<file path="config.mk">
export PLATFORM = sky130hd
export DESIGN_NAME = masked_region_pixel_writer_top
export DESIGN_NICKNAME = d
export VERILOG_FILES = /design/src/mrpw_pkg.sv /design/src/masked_region_pixel_writer_top.sv
export SDC_FILE = /design/constraint.sdc
export NUM_CORES = 1
export LEC_CHECK = 0
export ABC_AREA = 1
export BUFFER_PORTS_ARGS = -buffer_cell sky130_fd_sc_hd__buf_2
export CORE_MARGIN = 2
export CORE_UTILIZATION = 30
export DETAILED_ROUTE_END_ITERATION = 16
export GPL_ROUTABILITY_DRIVEN = 0
export PLACE_DENSITY_LB_ADDON = 0.3
export SLEW_MARGIN = 20
export SYNTH_ARGS = -nofsm -noshare
export SYNTH_HDL_FRONTEND = slang
export SYNTH_SLANG_ARGS = --single-unit
</file>
<file path="constraint.sdc">
create_clock -name clock -period 9.4 [get_ports clock]
set_clock_uncertainty 0.05 [all_clocks]
set_input_delay 0.94 -clock clock [delete_from_list [all_inputs] [get_ports clock]]
set_output_delay 0.94 -clock clock [all_outputs]
set_load 0.02 [all_outputs]
</file>
<file path="src/mrpw_pkg.sv">
// ----------------------------------------------------------------------------
// Masked region pixel writer package
// Payload layouts, register indexes and pixel format codes.
// ----------------------------------------------------------------------------
`timescale 1ns / 1ps
`default_nettype none

package mrpw_pkg;

   localparam int REQ_DATA_W  = 72;
   localparam int REQ_USER_W  = 2;
   localparam int RSP_DATA_W  = 64;
   localparam int CSR_ADDR_W  = 4;
   localparam int CSR_DATA_W  = 32;
   localparam int COORD_W     = 12;
   localparam int OFFSET_W    = 24;
   localparam int PIXEL_W     = 32;

   localparam logic [1:0] REG_SCREEN_WIDTH  = 2'd0;
   localparam logic [1:0] REG_SCREEN_HEIGHT = 2'd1;
   localparam logic [1:0] REG_PIXEL_FORMAT  = 2'd2;

   localparam logic [1:0] FMT_8BPP        = 2'd0;
   localparam logic [1:0] FMT_16BPP       = 2'd1;
   localparam logic [1:0] FMT_32BPP       = 2'd2;
   localparam logic [1:0] FMT_UNSUPPORTED = 2'd3;

   localparam logic [1:0] SIZE_BYTE = 2'd0;
   localparam logic [1:0] SIZE_HALF = 2'd1;
   localparam logic [1:0] SIZE_WORD = 2'd2;

   localparam logic [11:0] SCREEN_WIDTH_RESET  = 12'd800;
   localparam logic [11:0] SCREEN_HEIGHT_RESET = 12'd480;

   typedef struct packed {
      logic [3:0]  pad;
      logic [31:0] color;
      logic [11:0] region_width;
      logic [11:0] origin_y;
      logic [11:0] origin_x;
   } req_data_type;

   typedef struct packed {
      logic       mask_on;
      logic       region_start;
   } req_user_type;

   typedef struct packed {
      logic [5:0]  pad;
      logic [1:0]  write_size;
      logic [31:0] write_data;
      logic [23:0] byte_offset;
   } rsp_data_type;

endpackage

`default_nettype wire

</file>
<file path="src/masked_region_pixel_writer_top.sv">
// ----------------------------------------------------------------------------
// Masked region pixel writer
// Walks a mask region in row-major order and emits clipped framebuffer writes.
// ----------------------------------------------------------------------------
// A request's write passes through the position register and then the result
// register; requests that draw nothing leave no result.
// Throughput: one request per cycle while the result side does not stall; the
// offset multiply is combinational between the two registers.
// Reset is synchronous: counters and origin clear, the width becomes one and
// the registers return to 800 x 480 at 16 bpp.
`timescale 1ns / 1ps
`default_nettype none

module masked_region_pixel_writer_top #(
   parameter int MAX_DIM = 2048
) (
   input  wire logic        clock,
   input  wire logic        reset,
   // req_tdata: origin_x, origin_y, region_width, color, zero padding.
   input  wire logic [71:0] req_tdata,
   // req_tuser: region_start, mask_on.
   input  wire logic [1:0]  req_tuser,
   input  wire logic        req_tvalid,
   output logic             req_tready,
   // rsp_tdata: byte_offset, write_data, write_size, zero padding.
   output logic [63:0]      rsp_tdata,
   output logic             rsp_tvalid,
   input  wire logic        rsp_tready,
   input  wire logic        csr_psel,
   input  wire logic        csr_penable,
   input  wire logic        csr_pwrite,
   input  wire logic [3:0]  csr_paddr,
   input  wire logic [31:0] csr_pwdata,
   output logic [31:0]      csr_prdata,
   output logic             csr_pready
);

   localparam int CW   = $clog2(MAX_DIM);
   localparam int WW   = CW + 1;
   localparam int CMPW = (WW > 12) ? WW : 12;
   localparam int PW   = ((CW > 12) ? CW : 12) + 2;

   mrpw_pkg::req_data_type req_data;
   mrpw_pkg::req_user_type req_user;
   mrpw_pkg::rsp_data_type rsp_data_in;

   logic [11:0]          screen_width_ff;
   logic [11:0]          screen_height_ff;
   logic [1:0]           pixel_format_ff;

   logic [CW-1:0]        column_count_ff, column_count_in;
   logic [CW-1:0]        row_count_ff, row_count_in;
   logic [11:0]          held_origin_x_ff, held_origin_x_in;
   logic [11:0]          held_origin_y_ff, held_origin_y_in;
   logic [WW-1:0]        held_width_ff, held_width_in;

   logic                 pos_valid_ff;
   logic signed [PW-1:0] pos_x_ff, pos_x_in;
   logic signed [PW-1:0] pos_y_ff, pos_y_in;
   logic [31:0]          pos_color_ff;
   logic                 pos_mask_ff;

   logic                 rsp_valid_ff;
   logic [63:0]          rsp_data_ff;

   logic                 req_accept;
   logic                 out_free;
   logic                 csr_write;
   logic [11:0]          width_nz;
   logic [CMPW-1:0]      width_wide;
   logic [CW-1:0]        col_base, row_base;
   logic [WW-1:0]        col_next, row_next;
   logic                 visible;
   logic                 emit;
   logic [23:0]          linear_pos;
   logic [23:0]          offset;
   logic [31:0]          pixel_data;
   logic [1:0]           pixel_size;

   assign req_data = mrpw_pkg::req_data_type'(req_tdata);
   assign req_user = mrpw_pkg::req_user_type'(req_tuser);

   assign out_free   = !rsp_valid_ff || rsp_tready;
   assign req_tready = !pos_valid_ff || out_free;
   assign req_accept = req_tvalid && req_tready;

   assign csr_pready = 1'b1;
   assign csr_write  = csr_psel && csr_penable && csr_pwrite && csr_pready;

   always_comb begin
      unique case (csr_paddr[3:2])
         mrpw_pkg::REG_SCREEN_WIDTH:  csr_prdata = {20'd0, screen_width_ff};
         mrpw_pkg::REG_SCREEN_HEIGHT: csr_prdata = {20'd0, screen_height_ff};
         mrpw_pkg::REG_PIXEL_FORMAT:  csr_prdata = {30'd0, pixel_format_ff};
         default:                     csr_prdata = 32'd0;
      endcase
   end

   always_ff @(posedge clock) begin
      if (reset) begin
         screen_width_ff  <= mrpw_pkg::SCREEN_WIDTH_RESET;
         screen_height_ff <= mrpw_pkg::SCREEN_HEIGHT_RESET;
         pixel_format_ff  <= mrpw_pkg::FMT_16BPP;
      end else if (csr_write) begin
         unique case (csr_paddr[3:2])
            mrpw_pkg::REG_SCREEN_WIDTH:  screen_width_ff  <= csr_pwdata[11:0];
            mrpw_pkg::REG_SCREEN_HEIGHT: screen_height_ff <= csr_pwdata[11:0];
            mrpw_pkg::REG_PIXEL_FORMAT:  pixel_format_ff  <= csr_pwdata[1:0];
            default: begin
            end
         endcase
      end
   end

   // A region start takes the new origin and width and restarts at (0,0).
   always_comb begin
      width_nz   = (req_data.region_width == 12'd0) ? 12'd1 : req_data.region_width;
      width_wide = CMPW'(width_nz);

      held_origin_x_in = held_origin_x_ff;
      held_origin_y_in = held_origin_y_ff;
      held_width_in    = held_width_ff;
      col_base         = column_count_ff;
      row_base         = row_count_ff;
      if (req_user.region_start) begin
         held_origin_x_in = req_data.origin_x;
         held_origin_y_in = req_data.origin_y;
         if (width_wide > CMPW'(MAX_DIM)) begin
            held_width_in = WW'(MAX_DIM);
         end else begin
            held_width_in = WW'(width_wide);
         end
         col_base = '0;
         row_base = '0;
      end

      pos_x_in = $signed({{(PW-12){held_origin_x_in[11]}}, held_origin_x_in})
               + $signed({{(PW-CW){1'b0}}, col_base});
      pos_y_in = $signed({{(PW-12){held_origin_y_in[11]}}, held_origin_y_in})
               + $signed({{(PW-CW){1'b0}}, row_base});

      col_next = {1'b0, col_base} + WW'(1);
      row_next = {1'b0, row_base} + WW'(1);
      if (col_next >= held_width_in) begin
         column_count_in = '0;
         if (row_next >= WW'(MAX_DIM)) begin
            row_count_in = '0;
         end else begin
            row_count_in = row_next[CW-1:0];
         end
      end else begin
         column_count_in = col_next[CW-1:0];
         row_count_in    = row_base;
      end
   end

   always_ff @(posedge clock) begin
      if (reset) begin
         column_count_ff  <= '0;
         row_count_ff     <= '0;
         held_origin_x_ff <= '0;
         held_origin_y_ff <= '0;
         held_width_ff    <= WW'(1);
      end else if (req_accept) begin
         column_count_ff  <= column_count_in;
         row_count_ff     <= row_count_in;
         held_origin_x_ff <= held_origin_x_in;
         held_origin_y_ff <= held_origin_y_in;
         held_width_ff    <= held_width_in;
      end
   end

   always_ff @(posedge clock) begin
      if (reset) begin
         pos_valid_ff <= 1'b0;
      end else if (req_tready) begin
         pos_valid_ff <= req_tvalid;
      end
   end

   always_ff @(posedge clock) begin
      if (req_accept) begin
         pos_x_ff     <= pos_x_in;
         pos_y_ff     <= pos_y_in;
         pos_color_ff <= req_data.color;
         pos_mask_ff  <= req_user.mask_on;
      end
   end

   assign visible = !pos_x_ff[PW-1] && !pos_y_ff[PW-1]
                 && (pos_x_ff < $signed({{(PW-12){1'b0}}, screen_width_ff}))
                 && (pos_y_ff < $signed({{(PW-12){1'b0}}, screen_height_ff}));

   // On screen both coordinates fit in twelve bits.
   assign linear_pos = 24'(pos_y_ff[11:0]) * 24'(screen_width_ff) + 24'(pos_x_ff[11:0]);

   always_comb begin
      unique case (pixel_format_ff)
         mrpw_pkg::FMT_8BPP: begin
            pixel_data = {24'd0, pos_color_ff[7:0]};
            pixel_size = mrpw_pkg::SIZE_BYTE;
            offset     = linear_pos;
            emit       = pos_mask_ff && visible;
         end
         mrpw_pkg::FMT_16BPP: begin
            pixel_data = {16'd0, pos_color_ff[23:19], pos_color_ff[15:10],
                          pos_color_ff[7:3]};
            pixel_size = mrpw_pkg::SIZE_HALF;
            offset     = {linear_pos[22:0], 1'b0};
            emit       = pos_mask_ff && visible;
         end
         mrpw_pkg::FMT_32BPP: begin
            pixel_data = pos_color_ff;
            pixel_size = mrpw_pkg::SIZE_WORD;
            offset     = {linear_pos[21:0], 2'b00};
            emit       = pos_mask_ff && visible;
         end
         default: begin
            pixel_data = pos_color_ff;
            pixel_size = mrpw_pkg::SIZE_WORD;
            offset     = linear_pos;
            emit       = 1'b0;
         end
      endcase
   end

   always_comb begin
      rsp_data_in             = '0;
      rsp_data_in.byte_offset = offset;
      rsp_data_in.write_data  = pixel_data;
      rsp_data_in.write_size  = pixel_size;
   end

   always_ff @(posedge clock) begin
      if (reset) begin
         rsp_valid_ff <= 1'b0;
      end else if (out_free) begin
         rsp_valid_ff <= pos_valid_ff && emit;
      end
   end

   always_ff @(posedge clock) begin
      if (out_free && pos_valid_ff && emit) begin
         rsp_data_ff <= rsp_data_in;
      end
   end

   assign rsp_tvalid = rsp_valid_ff;
   assign rsp_tdata  = rsp_data_ff;

endmodule

`default_nettype wire

</file>
==> out/metrics.csv, run 1 <==
metric,value,unit
drt_wl_total,41840,um
drt-initial-drc-count,715,
min_period,5.508,ns
drc,0,
worst_r2r_startpoint,pos_y_ff[4],
hold_viol,0,
layout_commonest_cell,nand2_1,
cts_buffers,24,
io_pins,216,
grt_pass1_vias,12900,
regArea,5235,um^2
finalNetCount,2504,
final_area,18590,um^2
status,"complete, no violations",
drt_first_pass_iters,5,
clk_latency,0.54,ns
powerDensity,165.1,nW/um^2
ys_ff_latch,203,
cts_resized,0,
whs,0.4041,ns
grt_antenna_before_repair,4,
path_max_fanout,13,
synth_cell_types,55,
hpwlAfterDp,32160,um
ant_nets,0,
rsz0062_at_grt,false,
final_cell_mix,"418 x nand2_1, 415 x inv_1, 161 x buf_2",
max-vdd-ir-drop,0.1139,mV
avgRoutedWirePerCell,14.60,um
async_flop_share,0,%
postPlaceCellArea,17850,um^2
grt.overflow.total,0,
synth.avg_cell_area,8.222,um^2
post-place-ws,3.901,ns
cp-end-kind,flip-flop,
netlist_area,16610,um^2
grt_usage,14.49,%
yosys_warnings,0,
rows,86,
gr-max-usage-layer,met2,
multiInputGateArea,9265,um^2
syn_inst,2020,
cts_num_sinks,203,
viasPerCell,4.585,
setup_tns,0,ns
ys.flop_type,edfxtp_1,
met1_usage,19.49,%
die_area,57260,um^2
period_share,58.59,%
hp-class,reg2reg,
worstSetupStartpoint,pos_y_ff[4],
yosysSeqAreaShare,31.52,%
vias,13140,
drive_above_1_share,14.03,%
finalPower,3069,uW
critPathArrivalTime,5.73,ns
worst_slack,3.892,ns
grt_max_degree,64,
die_w,239.3,um
relSlewSlack,41.99,%
worst_slew_pin_slew,0.8681,ns
synth_edf_count,117,
worstSetupStartpointType,flip-flop,
leakage,0.009319,uW
drv_slew,0,
worstHoldStart,held_origin_x_ff[10],
cts_tree,done,
use_met2,24.09,%
initial_core_util,30.26,%
root_buffer,clkbuf_16,
fillCellCount,5843,
clock_path_buffers,3,
die_h,239.3,um
setup_violations,0,
clk_pin_slew,0.05,ns
cp.required,9.62,ns
clock.fmax,181.6,MHz
port_buffers,162,
core_area,54880,um^2
criticalPathCategory,reg2reg,
use_met3,2.835,%
htreeDepth,1,
drv_cap,0,
grt_first_pass_wirelength,66720,um
cts_setup_buffers,0,
area_delta_synth_final,11.91,%
cts_hold_buf,0,
[worst paths after layout]
check / to / cells past startpoint / slack [ns]
max: rsp_tdata[20] / 17 / 3.89
min: held_origin_x_ff[10] / 2 / 0.40
max reg2reg: rsp_tdata[20] / 17 / 3.89
min reg2reg: held_origin_x_ff[10] / 2 / 0.40
[cell families after synthesis]
kind of cell               after synthesis  synth area share (%)
xor gates and xnor gates                35                 1.846
and+or+nand+nor                        717                 19.44
buffers and inverters                  522                 13.30
adders and majority gates              244                 23.49
AOI/OAI and AO/OA                      297                 10.35
DFF                                    203                 31.52
other                                    2               0.04522
[power breakdown]
group | internal (uW) | total (uW) | switching [uW]
registers | 1010 | 1050 | 43.2
clock network | 512 | 897 | 385
logic | 397 | 1120 | 721
total | 1920 | 3070 | 1150
[cell usage after synthesis, types with 4 or more instances]
| master | n | area (um^2) |
|---|---|---|
| a211oi_1 | 5 | 37.54 |
| a21o_1 | 8 | 60.06 |
| a21oi_1 | 118 | 590.6 |
| a21oi_2 | 6 | 52.55 |
| buf_12 | 5 | 100.1 |
| buf_2 | 8 | 40.04 |
| buf_4 | 27 | 202.7 |
| clkbuf_1 | 47 | 176.4 |
| dfxtp_1 | 86 | 1722 |
| edfxtp_1 | 117 | 3513 |
| fa_1 | 113 | 2262 |
| ha_1 | 131 | 1639 |
| inv_1 | 415 | 1558 |
| inv_2 | 7 | 26.28 |
| nand2_1 | 418 | 1569 |
| nand2_2 | 24 | 150.1 |
| nand3_1 | 90 | 450.4 |
| nand3_2 | 7 | 70.07 |
| nand3b_1 | 10 | 75.07 |
| nand4_1 | 25 | 156.4 |
| nor2_1 | 97 | 364.1 |
| nor2_2 | 12 | 75.07 |
| nor2_4 | 11 | 123.9 |
| nor3_1 | 4 | 20.02 |
| o211ai_1 | 13 | 97.59 |
| o21ai_0 | 68 | 340.3 |
| o21ai_1 | 23 | 115.1 |
| o21ai_2 | 19 | 166.4 |
| o221ai_1 | 6 | 52.55 |
| o22ai_1 | 22 | 137.6 |
| or2_2 | 7 | 43.79 |
| xnor2_1 | 9 | 78.83 |
| xor2_1 | 26 | 227.7 |
[metal layers]
metal  wire (um)  part of all wire, %
met5          28                0.067
met2       19700                   47
met1       18980                   45
met4         770                  1.8
met3        2351                  5.6
[registers in the layout, summed over array words and instances, names as in the netlist]
signal            count
pixel_format_ff       2
screen_height_ff     12
pos_y_ff             13
rsp_tvalid            1
column_count_ff      11
screen_width_ff      12
pos_mask_ff           1
pos_x_ff             13
held_origin_x_ff     12
row_count_ff         11
held_origin_y_ff     12
held_width_ff        12
pos_valid_ff          1
pos_color_ff         32
rsp_tdata            58
[final cells by class]
class,instances,area share [%]
clock buffers,30,3.467
well taps,704,4.739
repair buffers,167,4.578
multi-input cells,1320,49.85
inverters,427,8.684
clock inverters,13,0.5049
flip-flops and latches,203,28.17
diodes,1,0.01346
[worst max-delay path: stages (launching register included)]
cell      delay, ns
edfxtp_1       0.77
nand2_1        0.17
fa_1           0.50
fa_1           0.56
inv_1          0.05
fa_1           0.47
fa_1           0.55
inv_1          0.06
fa_1           0.52
inv_1          0.04
ha_1           0.36
a21oi_1        0.23
a21boi_1       0.35
nor2_1         0.08
nor2_1         0.15
nand3b_1       0.15
nand3_1        0.11
nand3_1        0.09
[through the flow]
step                      std cells  utilization, %
after floorplan                2045               -
after global placement         2821           32.52
after detailed placement       2821           32.52
after CTS                      2864           33.86
after global routing           2865           33.87
final                          2865           33.87
(Power assumes the default switching activity.)
==> run 2: changes to the inputs <==
==> constraint.sdc (replaced) <==
create_clock -name clock -period 5.6 [get_ports clock]
set_clock_uncertainty 0.05 [all_clocks]
set_input_delay 0.56 -clock clock [delete_from_list [all_inputs] [get_ports clock]]
set_output_delay 0.56 -clock clock [all_outputs]
set_load 0.02 [all_outputs]
==> run 2 against run 1 <==
Against the previous run:
- worst setup slack worse by 3.6 ns
- largest cell class unchanged
- first-iteration DRC count up 13%
- highest routed layer unchanged
- fmax grew 4.0%
- critical path type unchanged
- sequential power increased by 67%
- hold slack worse by 0.27 ns
==> out/metrics.csv, run 2 (same netlist as run 1, synthesis figures left out) <==
metric,value,unit
clock.fmax,188.8,MHz
drv_slew,0,
drt_first_pass_iters,7,
powerDensity,272.6,nW/um^2
clock_path_buffers,3,
criticalPathCategory,reg2reg,
grt_max_degree,64,
worst_slew_pin_slew,0.8609,ns
drt-initial-drc-count,809,
root_buffer,clkbuf_16,
area_delta_synth_final,13.10,%
path_max_fanout,8,
grt_first_pass_wirelength,65850,um
worstSetupStartpointType,flip-flop,
drt_wl_total,41460,um
cp.required,5.83,ns
rows,86,
cp_cell_sequence,"buf_4, nand2_1, fa_1, fa_1, inv_1, ha_1, fa_1, inv_1, fa_1, inv_1, ha_1, a21oi_1, nor2_1, nor2_1, nand2_1, nand3b_1, nand3b_1, nand3_1, nand3_1",
drv_cap,0,
clk_pin_slew,0.06,ns
final_cell_count_no_fill,2892,
grt_antenna_before_repair,3,
max-vdd-ir-drop,0.2372,mV
vias,13270,
cp_top_family,adder cells,
largest_register_ffs,58,
hpwlAfterDp,32480,um
grt_pass1_vias,12800,
initial_core_util,30.26,%
cts_hold_buf,0,
grt.overflow.total,0,
finalNetCount,2531,
die_area,57260,um^2
hp-class,in2reg,
grt_usage,14.21,%
viasPerCell,4.590,
die_h,239.3,um
max_stage_delay,0.60,ns
rsz0062_at_grt,false,
path_common_cell,fa_1,
setup_tns,0,ns
drive_above_1_share,15.23,%
avgRoutedWirePerCell,14.34,um
relSlewSlack,42.47,%
min_period,5.297,ns
fillCellCount,5791,
postPlaceCellArea,17990,um^2
cp-end-kind,flip-flop,
setup_violations,0,
status,"complete, no violations",
core_area,54880,um^2
path_buf_inv,4,
die_w,239.3,um
io_pins,216,
port_buffers,162,
leakage,0.009456,uW
final_area,18780,um^2
crit_slowest_cell,edfxtp_1,
layout_commonest_cell,nand2_1,
critPathArrivalTime,5.53,ns
final_cell_mix,"418 x nand2_1, 415 x inv_1, 161 x buf_2",
clk_latency,0.55,ns
cts_num_sinks,203,
cts_buffers,24,
htreeDepth,1,
period_share,94.59,%
drc,0,
hold_viol,0,
ant_nets,0,
placedCellCount,2840,
cts_tree,done,
run 2: final timing paths:
| kind | from | end | slack, ns | cells after the start |
|---|---|---|---|---|
| setup / recovery | pos_y_ff[3] | rsp_tdata[21] | 0.30 | 19 |
| hold / removal | req_tdata[49] | pos_color_ff[13] | 0.13 | 1 |
| setup reg to reg | pos_y_ff[3] | rsp_tdata[21] | 0.30 | 19 |
| hold reg to reg | held_origin_x_ff[10] | held_origin_x_ff[10] | 0.40 | 2 |
run 2: per-layer routing:
layer  track usage, %  up-vias  wire length [um]
li1                 -     6654                 -
met5                0        -                21
met1            19.33     6261             18920
met4            3.428        4              1024
met3            2.478       57              2224
met2            23.41      297             19270
run 2: stage by stage:
stage	power, uW	hold WS, ns	util, %	setup slack, ns
finish	5121	0.1299	34.23	0.3031
global route	5516	0.1128	34.23	0.01788
CTS	5159	0.09908	34.11	0.1633
detailed placement	3643	0.3919	32.78	0.2031
global placement	3634	0.3850	32.78	0.2302
floorplan	3236	0.3745	-	0.6242
run 2: final cells by class:
class,count,area [um^2],area share [%]
tap,704,880.8,4.689
sequential,203,5236,27.88
antenna,1,2.502,0.01332
clock inverter,15,112.6,0.5995
timing repair buffer,194,1054,5.608
multi-input combinational,1320,9269,49.34
clock buffer,28,615.6,3.277
inverter,427,1614,8.593
run 2: power by group:
part / internal [uW] / total (uW) / switching (uW)
logic: 674 / 1890 / 1210
registers: 1700 / 1750 / 49.1
clock network: 834 / 1490 / 656
total: 3200 / 5120 / 1920
run 2: timing repair:
item	CTS	global route
setup endpoints to repair	0	10
resized for setup	0	2
setup buffers	0	8
==> run 3: changes to the inputs <==
--- a/config.mk
+++ b/config.mk
@@ -11,7 +11,7 @@
 export CORE_UTILIZATION = 30
 export DETAILED_ROUTE_END_ITERATION = 16
 export GPL_ROUTABILITY_DRIVEN = 0
-export PLACE_DENSITY_LB_ADDON = 0.3
+export MAX_ROUTING_LAYER = met4
 export SLEW_MARGIN = 20
 export SYNTH_ARGS = -nofsm -noshare
 export SYNTH_HDL_FRONTEND = slang
==> run 3 against run 2 <==
Against the previous run:
- flip-flop and latch count stayed put
- global-route usage increased by 0.62 points
- utilization increased by 0.15 points
- register-to-register slack got worse by 0.06 ns
- via count about the same
- non-clock buffer count rose by 1
- critical endpoint is now rsp_tdata[19]
==> out/metrics.csv, run 3 (same netlist as run 1, synthesis figures left out) <==
metric,value,unit
status,"complete, no violations",
regToRegSetupSlack,0.25,ns
hpwlAfterDp,32680,um
avgRoutedWirePerCell,14.35,um
grt_usage,14.83,%
io_pins,216,
clk_latency,0.55,ns
hold_viol,0,
cts_num_sinks,203,
drt-initial-drc-count,886,
clock.fmax,186.8,MHz
drc,0,
leakage,0.009478,uW
root_buffer,clkbuf_16,
grt.overflow.total,0,
viasPerCell,4.581,
port_buffers,162,
worst_r2r_startpoint,pos_y_ff[3],
drt_wl_total,41590,um
postPlaceCellArea,17970,um^2
post-place-ws,0.1968,ns
max-vdd-ir-drop,0.2015,mV
area_delta_synth_final,13.61,%
largest_register_ffs,58,
ff2ff_path_depth,18,
path_max_fanout,8,
worst_slew_pin_slew,0.8354,ns
grt_first_pass_wirelength,66490,um
clk_pin_slew,0.06,ns
drv_cap,0,
cts_buffers,24,
period_share,95.60,%
die_h,239.3,um
whs,0.1312,ns
worstHoldStart,req_tdata[65],
ant_nets,0,
min_period,5.353,ns
whs_path_depth,1,
finalNetCount,2532,
critPathArrivalTime,5.58,ns
grt_antenna_before_repair,5,
initial_core_util,30.26,%
r2r-end,rsp_tdata[19],
final_cell_mix,"418 x nand2_1, 415 x inv_1, 161 x buf_2",
rsz0062_at_grt,false,
relSlewSlack,44.30,%
rows,86,
final_area,18870,um^2
die_w,239.3,um
core_area,54880,um^2
cts_hold_buf,0,
powerDensity,276.1,nW/um^2
cp-end-kind,flip-flop,
hp-class,in2reg,
setup_tns,0,ns
grt_pass1_vias,12970,
worstSetupStartpointType,flip-flop,
vias,13270,
htreeDepth,1,
criticalPathCategory,reg2reg,
drt_first_pass_iters,5,
holdPathEnd,pos_color_ff[29],
cp.required,5.82,ns
drive_above_1_share,15.30,%
grt_max_degree,62,
worst_slack,0.2465,ns
layout_commonest_cell,nand2_1,
clock_path_buffers,3,
die_area,57260,um^2
setup_violations,0,
drv_slew,0,
cts_tree,done,
[run 3: cell types whose count changed in the layout (fill, tap and decap cells not counted), sizes merged]
cell      change
bufinv        +1
clkinv        -3
clkinvlp      +1
inv           +1
clkbuf        +1
diode         +3
buf           +1
[run 3: how the worst max path moves through the flow]
stage	startpoint	to	depth (start not counted)
CTS	pos_y_ff[4]	rsp_tdata[19]	17
global route	screen_width_ff[2]	rsp_tdata[14]	19
finish	pos_y_ff[3]	rsp_tdata[19]	18
global placement	pos_y_ff[4]	rsp_tdata[19]	17
floorplan	pos_y_ff[0]	rsp_tdata[18]	18
detailed placement	pos_y_ff[4]	rsp_tdata[19]	17
[run 3: repair_timing]
item,CTS,global route
setup buffers,0,14
gates resized for setup,0,4
setup endpoints to repair,0,12
[run 3: metrics by stage]
| step | utilization (%) | instances | total power, uW |
|---|---|---|---|
| finish | 34.38 | 2897 | 5209 |
| global route | 34.38 | 2897 | 5625 |
| CTS | 34.14 | 2879 | 5242 |
| detailed placement | 32.75 | 2835 | 3658 |
| global placement | 32.70 | 2834 | 3621 |
| floorplan | - | 2045 | 3236 |
[run 3: final cells by class]
type                       count  area, um^2
antenna                        4       10.01
clock buffer                  29       619.3
clock inverter                15       145.1
fill                        5741       36010
inverter                     427        1614
multi-input combinational   1320        9265
sequential                   203        5240
tap                          704       880.8
timing repair buffer         195        1094
[run 3: per-layer routing]
layer / global-route usage (%) / routed length, um / vias to the layer above
met3: 2.558 / 2286 / 52
met2: 23.25 / 19070 / 295
met1: 19.93 / 19430 / 6268
met4: 3.561 / 800 / 0
li1: - / - / 6657
met5: - / 0 / -
[run 3: report_power, final]
group,leakage [uW],switching [uW],internal [uW]
registers,0.00181,47.1,1700
clock network,0.000369,666,887
logic,0.00729,1230,680
[run 3: critical path: stages (launching register included)]
cell and delay, ns:
edfxtp_1 0.57, buf_4 0.24, nand2_1 0.08, fa_1 0.44, fa_1 0.52, fa_1 0.50
inv_1 0.05, fa_1 0.52, inv_1 0.05, fa_1 0.54, inv_1 0.04, ha_1 0.35
a21oi_1 0.27, o21ai_0 0.11, a21oi_1 0.14, nand2_1 0.10, or2_2 0.31, nand3_1 0.08
nand3_1 0.10
